==> src/hw/rtl/particle_attract_repel_step_assert.svh <==
// ----------------------------------------------------------------------------
// assertion macros shared by the attract/repel step block
// ----------------------------------------------------------------------------
`ifndef PARTICLE_ATTRACT_REPEL_STEP_ASSERT_SVH
`define PARTICLE_ATTRACT_REPEL_STEP_ASSERT_SVH

// condition that holds at every edge out of reset
`define PAR_ASSERT_ALWAYS(lbl, clk, rst_n, expr) \
    lbl: assert property (@(posedge clk) disable iff (!rst_n) (expr)) \
        else $error("invariant violated");

// condition that holds in the cycle after a trigger
`define PAR_ASSERT_NEXT(lbl, clk, rst_n, ante, cons) \
    lbl: assert property (@(posedge clk) disable iff (!rst_n) (ante) |=> (cons)) \
        else $error("next-cycle check failed");

`endif

==> src/hw/rtl/par_pkg.sv <==
`timescale 1ns / 1ps
// ----------------------------------------------------------------------------
// par_pkg
// Types and constants shared by the attract/repel step block.
// ----------------------------------------------------------------------------
package par_pkg;

    localparam int unsigned CFG_IDX_W   = 3;
    localparam int unsigned CFG_DATA_W  = 32;
    localparam int unsigned SQRT_STEPS  = 32;
    localparam int unsigned QUO_W       = 34;
    localparam int unsigned QUEUE_DEPTH = 4;
    localparam int unsigned PTR_W       = $clog2(QUEUE_DEPTH);
    localparam int unsigned CNT_W       = $clog2(QUEUE_DEPTH + 1);

    // register indexes
    localparam logic [CFG_IDX_W-1:0] REG_MIN_DIST = 3'd0;
    localparam logic [CFG_IDX_W-1:0] REG_MAX_DIST = 3'd1;
    localparam logic [CFG_IDX_W-1:0] REG_QUAD     = 3'd2;
    localparam logic [CFG_IDX_W-1:0] REG_LIN      = 3'd3;
    localparam logic [CFG_IDX_W-1:0] REG_CONST    = 3'd4;

    // saturation bound of each product term
    localparam logic [61:0] TERM_CAP = 62'h2000_0000_0000_0000;
    // most negative step
    localparam logic signed [63:0] STEP_FLOOR = 64'shFFFF_FFFF_0000_0000;

    typedef struct packed {
        logic [15:0]        particle_index;
        logic signed [31:0] pos_x;
        logic signed [31:0] pos_y;
        logic signed [31:0] pos_z;
        logic signed [31:0] target_x;
        logic signed [31:0] target_y;
        logic signed [31:0] target_z;
        logic [31:0]        elapsed_time;
    } t_in_item;

    typedef struct packed {
        logic [15:0]        particle_index_out;
        logic signed [31:0] new_x;
        logic signed [31:0] new_y;
        logic signed [31:0] new_z;
        logic               moved;
    } t_out_item;

    typedef struct packed {
        logic [30:0]        min_distance;
        logic [30:0]        max_distance;
        logic signed [31:0] quad_coeff;
        logic signed [31:0] lin_coeff;
        logic signed [31:0] const_coeff;
    } t_cfg;

    // classified item between front and back
    typedef struct packed {
        logic [15:0]       idx;
        logic [2:0][31:0]  pos;
        logic [2:0]        dneg;
        logic [2:0][30:0]  mag;
        logic [63:0]       sum;
        logic              in_window;
        logic [31:0]       elapsed;
    } t_work;

endpackage

==> src/hw/rtl/par_queue.sv <==
`timescale 1ns / 1ps
`include "particle_attract_repel_step_assert.svh"
// ----------------------------------------------------------------------------
// par_queue
// Short register queue between the classifying front and the math back.
// ----------------------------------------------------------------------------
module par_queue (
    input  logic           i_clk,
    input  logic           i_rst_n,
    input  logic           i_push,
    input  par_pkg::t_work i_work,
    output logic           o_full,
    input  logic           i_pop,
    output logic           o_empty,
    output par_pkg::t_work o_work
);
    import par_pkg::*;

    t_work            r_mem [QUEUE_DEPTH];
    logic [PTR_W-1:0] r_wptr, r_rptr;
    logic [CNT_W-1:0] r_count;
    logic             w_push, w_pop;

    assign o_full  = (r_count == CNT_W'(QUEUE_DEPTH));
    assign o_empty = (r_count == '0);
    assign w_push  = i_push && !o_full;
    assign w_pop   = i_pop && !o_empty;
    assign o_work  = r_mem[r_rptr];

    // pointers and fill level
    always_ff @(posedge i_clk) begin
        if (!i_rst_n) begin
            r_wptr  <= '0;
            r_rptr  <= '0;
            r_count <= '0;
        end else begin
            if (w_push) r_wptr <= r_wptr + 1'b1;
            if (w_pop) r_rptr <= r_rptr + 1'b1;
            if (w_push && !w_pop) begin
                r_count <= r_count + 1'b1;
            end else if (w_pop && !w_push) begin
                r_count <= r_count - 1'b1;
            end
        end
    end

    // storage
    always_ff @(posedge i_clk) begin
        if (w_push) r_mem[r_wptr] <= i_work;
    end

    `PAR_ASSERT_ALWAYS(a_count_bound, i_clk, i_rst_n, r_count <= CNT_W'(QUEUE_DEPTH))
    `PAR_ASSERT_NEXT(a_push_grows, i_clk, i_rst_n, w_push && !w_pop, r_count == $past(r_count) + 1'b1)
    `PAR_ASSERT_NEXT(a_drain_empty, i_clk, i_rst_n, w_pop && !w_push && r_count == 1, o_empty)

endmodule

==> config.mk <==
export PLATFORM = sky130hd
export DESIGN_NAME = par_queue
export DESIGN_NICKNAME = d
export VERILOG_FILES = /design/src/hw/rtl/par_pkg.sv /design/src/hw/rtl/par_queue.sv
export VERILOG_INCLUDE_DIRS = /design/src /design/src/hw/rtl
export SDC_FILE = /design/constraint.sdc
export NUM_CORES = 1
export LEC_CHECK = 0
export BUFFER_PORTS_ARGS = -buffer_cell sky130_fd_sc_hd__buf_2
export CAP_MARGIN = 10
export CELL_PAD_IN_SITES_DETAIL_PLACEMENT = 1
export CELL_PAD_IN_SITES_GLOBAL_PLACEMENT = 2
export CORE_ASPECT_RATIO = 1.25
export CORE_MARGIN = 2
export CORE_UTILIZATION = 43
export CTS_BUF_LIST = sky130_fd_sc_hd__clkbuf_2 sky130_fd_sc_hd__clkbuf_4 sky130_fd_sc_hd__clkbuf_8
export CTS_CLUSTER_SIZE = 12
export DETAILED_ROUTE_END_ITERATION = 16
export PLACE_DENSITY_LB_ADDON = 0.12
export SYNTH_ARGS = -nofsm -noshare
export SYNTH_HDL_FRONTEND = slang
export SYNTH_SLANG_ARGS = --single-unit
==> constraint.sdc <==
create_clock -name i_clk -period 9 [get_ports i_clk]
set_input_delay 1.8 -clock i_clk [delete_from_list [all_inputs] [get_ports i_clk]]
set_output_delay 1.8 -clock i_clk [all_outputs]
set_load 0.05 [all_outputs]
======== Word-level counts from Yosys, hierarchy flattened ========
Memories as Yosys holds them, arrays and structs flattened. A register that Yosys moved wholly into a read port is not among the register bits.
Index checks and enable logic that the tools add are counted.
storage, ports and cells
  register bits ........................... 7
  bits in writable memories ............... 1220
  word-level logic and storage cells ...... 25
  memories ................................ 1
cells by class
  $add $sub $neg .......................... 4
  eq/ne operators ......................... 1
  muxes and demuxes ....................... 6
  reduce and logical (&&, ||, !) cells .... 10
memories
  memory  depth  bits a word  rd ports  clocked after Yosys merged registers in  write ports  line             RTL
  r_mem   4      305          1         1                                        1            par_queue.sv:19  t_work r_mem [QUEUE_DEPTH];
operators by type and width
  kind                                                                count
  3-bit 2-to-1 mux                                                    2
  2-bit by 1-bit adder with 2-bit output, second input constant       2
  1-bit logical AND                                                   4
  1-bit zero test                                                     4
  2-bit 2-to-1 mux                                                    2
  3-bit by 1-bit adder with 3-bit output, second input constant       1
  3-bit == test, second input constant                                1
  3-bit zero test                                                     1
  3-bit by 1-bit subtractor with 3-bit output, second input constant  1
  1-bit 2-to-1 mux                                                    2
  2-bit nonzero test                                                  1

======== Depth between registers and ports, before layout ========
Gate-level depths: netlist of run 1.
  depth in word-level cells ............... 7
  gate-level depth with buffers ........... 9
  depth with buffers taken out ............ 8

======== Worst setup path before layout of run 1 ========
OpenSTA, ideal clock, no wires.
  kind .................................... input -> register
  start ................................... input i_push
  end ..................................... memory r_mem[2][0] (netlist name), enable pin
  library setup time ...................... 0.706 ns
  data arrival time ....................... 9.103 ns
  required time ........................... 8.294 ns
  setup slack ............................. -0.808 ns
  stages .................................. 3
  buffers on the path ..................... 1
  cell sequence ........................... nor2b_1 clkbuf_1 and2_1
between the ends
  longest elaborated chain between the ends .. 3
RTL lines
  what                                    line             RTL
  from (decl)                             par_queue.sv:10  input logic i_push,
  1-bit logical AND                       par_queue.sv:26  assign w_push = i_push && !o_full;
  via w_push                              par_queue.sv:22  logic w_push, w_pop;
  1-bit 2-to-1 mux                        par_queue.sv:49  if (w_push) r_mem[r_wptr] <= i_work;
  1-bit 2-to-1 mux (implied by the code)  par_queue.sv:49
  to (decl)                               par_queue.sv:19
The timed path passes the listed nets, and every way through them passes these cells.

==> out/qor.yml, run 1 <==
timing:
  hold_viol: 0
  worstMarginPinSlew_ps: 1070
  period_share_pct: 59.6
  fmax_ghz: 0.186
  drv_slew: 0
  rsz0062_at_grt: "false"
  setup_ws_ps: 3640
  period_needed_ps: 5360
  max-slew-margin-rel_pct: 28.8
  final.setup.tns_ps: 0
  clock_skew_ps: 41.9
  timing.hold.ws_ps: 523
  setup_violations: 0
die:
  ioPinCount: 616
  die_w_um: 292
  initial_utilization_pct: 43.5
  die_height_um: 364
  design.core.area_mm2: 0.102
  rows: 131
  fp.dieArea_mm2: 0.106
cts:
  cts_tree: "built"
  cts_max_level: 4
  numCtsBuffers: 192
  root_buffer: "clkbuf_8"
  cts_setup_buffers: 0
  cts_sinks: 1229
  cts_resized: 0
  postCtsHoldBufs: 0
  clockBufferDepth: 3
  clk_pin_slew_ps: 60
  clk_latency_ps: 880
synthesis:
  ys_seq_elements: 1229
  synth_cells: 1641
  syn_nets: 1956
  synthDistinctLibCells: 22
  syn_avg_cell_area_um2: 27.1
  netlist_area_mm2: 0.0445
  synth_warnings: 0
  ys_seq_area_share_pct: 82.8
setup_path:
  crit_buf_inv: 2
  path_cells: "buf_12 -> mux4_2 -> buf_2"
  worst-path-max-fanout: 106
  critPathRequiredTime_ps: 7200
  crit_path_top_delay_cell: "dfxtp_4"
  worst_setup_path_end_kind: "output pin"
  rr_endpoint: "r_mem[2][40]$_DFFE_PP_"
  timing.rr.start: "r_count[0]$_SDFFE_PN0P_"
  cp_data_arrival_time_ps: 3560
  reg2regPathDepth: 4
  r2r_slack_ps: 5800
  crit_type: "flop to output pin"
  cpPeakStageDelay_ps: 940
  crit_family: "flip-flops"
  cp-start-kind: "flop"
worst_hold_path:
  whs_endpoint: "r_wptr[1]$_SDFFE_PN0P_"
  min_path_cells: 2
  worst_hold_path_type: "flop to flop"
  holdCritStartpoint: "r_wptr[1]$_SDFFE_PN0P_"
routing:
  drt-total-wl_mm: 102
  drtPass1Iterations: 4
  wire_per_inst_um: 26.2
  drt_iter0_drc: 1104
  antenna_left: 0
  remaining_drc_errors: 0
  vias_per_cell: 5.27
  vias: 20500
power_and_ir_drop:
  p_per_area_mw_per_mm2: 326
  peakVddDrop_v: 0.000201
  power.leakage_uw: 0.0175
grt:
  grt_pass1_wl_mm: 150
  grt_pass1_vias: 22800
  track_usage_pct: 19.4
  grt-ovfl-total: 0
  grt_start_max_net_pins: 143
  antenna_found_initial: 65
placed_design:
  gp_congestion: 0.736
  dp.cells: 3530
  dpl_worst_slack_ps: 4380
  place_hpwl_mm: 61.4
  portBuffers: 615
final_layout:
  layout-drive-gt1-share_pct: 48.8
  final_common_cell: "edfxtp_1"
  final_cell_count_no_fill: 3896
  final_nets: 2709
  layout_common_cells: "edfxtp_1 (1220), buf_2 (615), mux4_2 (305)"
  syn_to_final_growth_pct: 18.6
  final_core_util_pct: 51.6
flow_run:
  drv_cap: 0
run_status:
  run_status: "completed"
-- synth_stat cells (all sizes together) --
master	instances	share of area, %
edfxtp	1220	82
mux4	305	15
buf	61	1.1
clkbuf	9	0.076
dfxtp	9	0.40
and2	8	0.11
ha	5	0.14
nand2	4	0.034
inv	3	0.025
mux2i	3	0.067
xnor2	3	0.059
nor2b	2	0.028
a21boi	1	0.017
fa	1	0.045
nor3	1	0.011
nor3b	1	0.017
o21ai	1	0.011
o311ai	1	0.020
o31ai	1	0.017
or3	1	0.014
xor2	1	0.020
-- metrics by stage --
| step | total power [µW] | area [µm²] |
|---|---|---|
| after floorplan | 11600 | 44500 |
| after global placement | 12800 | 49000 |
| after detailed placement | 12900 | 49000 |
| after CTS | 17500 | 52700 |
| after global routing | 17900 | 52700 |
| final | 17200 | 52800 |
-- cell type report --
class / count / area [µm²]
antenna: 19 / 47.5
clock buffer: 268 / 3230
clock inverter: 79 / 504
fill: 9082 / 49500
inverter: 3 / 11.3
multi-input combinational: 339 / 7150
sequential: 1229 / 36800
tap: 1330 / 1660
timing repair buffer: 629 / 3330
-- logic make-up (layout without fill, tap and decap cells) --
group | count (synthesis) | in the layout | synth area share, %
fa+ha+maj | 6 | 6 | 0.186
simple gates | 17 | 17 | 0.217
other cells | 0 | 19 | 0
flops | 1229 | 1229 | 82.8
buf+inv | 73 | 979 | 1.20
mux | 308 | 308 | 15.5
compound gates | 4 | 4 | 0.0647
xor+xnor | 4 | 4 | 0.0788
-- layer usage --
| layer | global-route usage (%) | wire length [µm] |
|---|---|---|
| met5 | 0 | 362 |
| met4 | 8.65 | 3690 |
| met3 | 8.27 | 9480 |
| met2 | 31.4 | 50800 |
| met1 | 22.7 | 37800 |
-- worst max path at each step --
stage	from	to	slack, ps	cells past startpoint
floorplan	i_push	r_mem[0][0]$_DFFE_PP_	2620	3
finish	flop	o_work[241]	3640	3
CTS	flop	o_work[115]	3350	3
global placement	flop	o_work[112]	4360	3
global route	flop	o_work[241]	3270	3
detailed placement	flop	o_work[115]	4380	3
-- tightest hold or removal path: cells and delay by family, from the launching register on --
family           cells  cell delay, ps
DFF                  1             340
muxes                1              60
and+or+nand+nor      1              70
-- report_power, final --
group / switching (µW) / leakage, µW / total, µW / internal [µW]
Clock: 2100 / 0.00198 / 4550 / 2460
Sequential: 190 / 0.0113 / 7140 / 6960
Combinational: 3940 / 0.00427 / 5520 / 1580
-- state kept, by name (all words and copies together) (netlist names), named ones only --
signal and count:
r_count 3, r_mem 1220, r_rptr 2, r_wptr 2
No activity file was read; power rests on OpenSTA's default activity.
==> run 2: changes to the inputs <==
--- a/config.mk
+++ b/config.mk
@@ -12,7 +12,7 @@
 export CELL_PAD_IN_SITES_GLOBAL_PLACEMENT = 2
 export CORE_ASPECT_RATIO = 1.25
 export CORE_MARGIN = 2
-export CORE_UTILIZATION = 43
+export CORE_UTILIZATION = 45
 export CTS_BUF_LIST = sky130_fd_sc_hd__clkbuf_2 sky130_fd_sc_hd__clkbuf_4 sky130_fd_sc_hd__clkbuf_8
 export CTS_CLUSTER_SIZE = 12
 export DETAILED_ROUTE_END_ITERATION = 16
==> constraint.sdc (replaced) <==
create_clock -name i_clk -period 5.15 [get_ports i_clk]
set_input_delay 1.03 -clock i_clk [delete_from_list [all_inputs] [get_ports i_clk]]
set_output_delay 1.03 -clock i_clk [all_outputs]
set_load 0.05 [all_outputs]
==> run 2 against run 1 <==
  * Combinational power is 81% higher
  * Setup slack got worse by 2700 ps
  * Final cell count grew 0.44%
  * Clock skew rose by 3.2 ps
  * Sequential share of layout area fell by 0.51 points
  * Utilization increased by 2.8 points
  * Routed wire length is 7.0% higher
  * Die area fell by 4.4%
  * Power grew 74%
  * Register-to-register slack got worse by 3600 ps
  * Sequential power rose by 75%
==> out/qor.yml, run 2 (synthesis results as in run 1) <==
routing:
  drt-total-wl_mm: 109  # +7.0%
  vias: 20900  # +2.0%
  vias_per_cell: 5.35  # +1.5%
  drt_iter0_drc: 1425  # +29%
  wire_per_inst_um: 27.9  # +6.5%
  drtPass1Iterations: 5  # +1
  remaining_drc_errors: 0  # unchanged
  antenna_left: 0  # unchanged
final_layout:
  final_common_cell: "edfxtp_1"
  largest_reg_flops: 1220  # unchanged
  layout_common_cells: "edfxtp_1 (1220), buf_2 (615), mux4_2 (305)"
  final_core_util_pct: 54.4  # +2.8 points
  top_regs: "r_mem x1220, r_count x3"
  final_nets: 2763  # +2.0%
  seq_area_mm2: 0.0368  # unchanged
  layout-drive-gt1-share_pct: 49.5  # +0.73 points
  regMostFlops: "r_mem"
  multi_input_area_mm2: 0.00715  # unchanged
  syn_to_final_growth_pct: 19.5
  nFillCells: 8564  # -5.7%
  final_cell_count_no_fill: 3913  # +0.44%
timing:
  period_share_pct: 81.7
  worstMarginPinSlew_ps: 1150  # +82.8 ps
  clock_skew_ps: 45.0  # +3.19 ps
  fmax_ghz: 0.238
  final.setup.tns_ps: 0  # unchanged
  rsz0062_at_grt: "false"
  period_needed_ps: 4210
  setup_violations: 0  # unchanged
  timing.hold.ws_ps: 374  # -149 ps
  drv_slew: 0  # unchanged
  max-slew-margin-rel_pct: 23.3  # -5.5 points
  hold_viol: 0  # unchanged
cts:
  cts_sinks: 1229  # unchanged
  cts_resized: 0  # unchanged
  cts_tree: "built"
  numCtsBuffers: 187  # -2.6%
  clockBufferDepth: 3  # unchanged
  clk_pin_slew_ps: 60  # about the same
  cts_setup_buffers: 0  # unchanged
  root_buffer: "clkbuf_8"
  clk_latency_ps: 870  # about the same
  postCtsHoldBufs: 0  # unchanged
  cts_max_level: 4  # unchanged
setup_path:
  cp_data_arrival_time_ps: 3180  # -380 ps
  worst-path-max-fanout: 36  # -66%
  critPathRequiredTime_ps: 4120  # -3080 ps
  cpPeakStageDelay_ps: 900  # -40 ps
  worst_setup_path_end_kind: "output pin"
  path_cells: "buf_4 -> mux4_2 -> buf_2"
  crit_path_top_delay_cell: "dfxtp_4"
  crit_type: "flop to output pin"
  cp-start-kind: "flop"
grt:
  grt_pass1_wl_mm: 159  # +5.5%
  grt_start_max_net_pins: 62  # -57%
  grt-ovfl-total: 0  # unchanged
  antenna_found_initial: 64  # -1.5%
  track_usage_pct: 21.8  # +2.3 points
  grt_pass1_vias: 23100  # +1.5%
placed_design:
  gp_congestion: 0.769  # +4.6%
  place_hpwl_mm: 72.7  # +18%
  dp.cells: 3559  # +0.82%
  portBuffers: 615  # unchanged
die:
  rows: 128  # -2.3%
  initial_utilization_pct: 45.5  # +2.0 points
  fp.dieArea_mm2: 0.101  # -4.4%
  die_w_um: 285  # -2.2%
  die_height_um: 356  # -2.2%
  ioPinCount: 616  # unchanged
  design.core.area_mm2: 0.0977  # -4.5%
flow_run:
  drv_cap: 0  # unchanged
power_and_ir_drop:
  peakVddDrop_v: 0.000449  # +120%
  power.leakage_uw: 0.0177  # +1.2%
  p_per_area_mw_per_mm2: 565  # +73%
  total_power_uw: 30000  # +74%
worst_hold_path:
  worst_hold_path_type: "primary input to flop"
run_status:
  run_status: "completed"
run 2: final timing paths:
| kind | endpoint | slack, ps | cells after the start | start |
|---|---|---|---|---|
| min reg2reg | r_wptr[1]$_SDFFE_PN0P_ | 530 | 2 | r_wptr[1]$_SDFFE_PN0P_ |
| max | o_work[104] | 940 | 3 | flop |
| max reg2reg | r_mem[0][132]$_DFFE_PP_ | 2240 | 4 | r_count[0]$_SDFFE_PN0P_ |
| min | r_mem[0][81]$_DFFE_PP_ | 370 | 1 | i_work[81] |
run 2: power breakdown:
part           leakage, µW  switching (µW)  internal (µW)
logic              0.00464            7090           2940
clock network      0.00183            3590           3920
registers           0.0113             357          12100
total               0.0177           11000          19000
run 2: layout make-up:
type | instances | share of cell area [%]
well taps | 1300 | 3.06
diodes | 25 | 0.118
multi-input cells | 339 | 13.5
clock buffers | 261 | 5.91
clock inverters | 68 | 0.636
repair buffers | 688 | 7.53
inverters | 3 | 0.0212
flip-flops and latches | 1229 | 69.3
run 2: through the flow:
step / area (µm²) / setup slack, ps
after floorplan: 44500 / -457
after global routing: 53100 / 679
after detailed placement: 49600 / 1610
after global placement: 49600 / 1690
final: 53200 / 945
after CTS: 53100 / 706
run 2: critical path: cells and delay by family, from the launching register on:
kind | cells | cell delay [ps]
DFF | 1 | 900
muxes | 1 | 600
buffers and inverters | 2 | 740
run 2: routing by layer:
| layer | routed length, µm | GRT usage [%] |
|---|---|---|
| met5 | 293 | 0 |
| met4 | 3680 | 9.48 |
| met3 | 8660 | 7.44 |
| met2 | 55700 | 35.8 |
| met1 | 41000 | 26.2 |
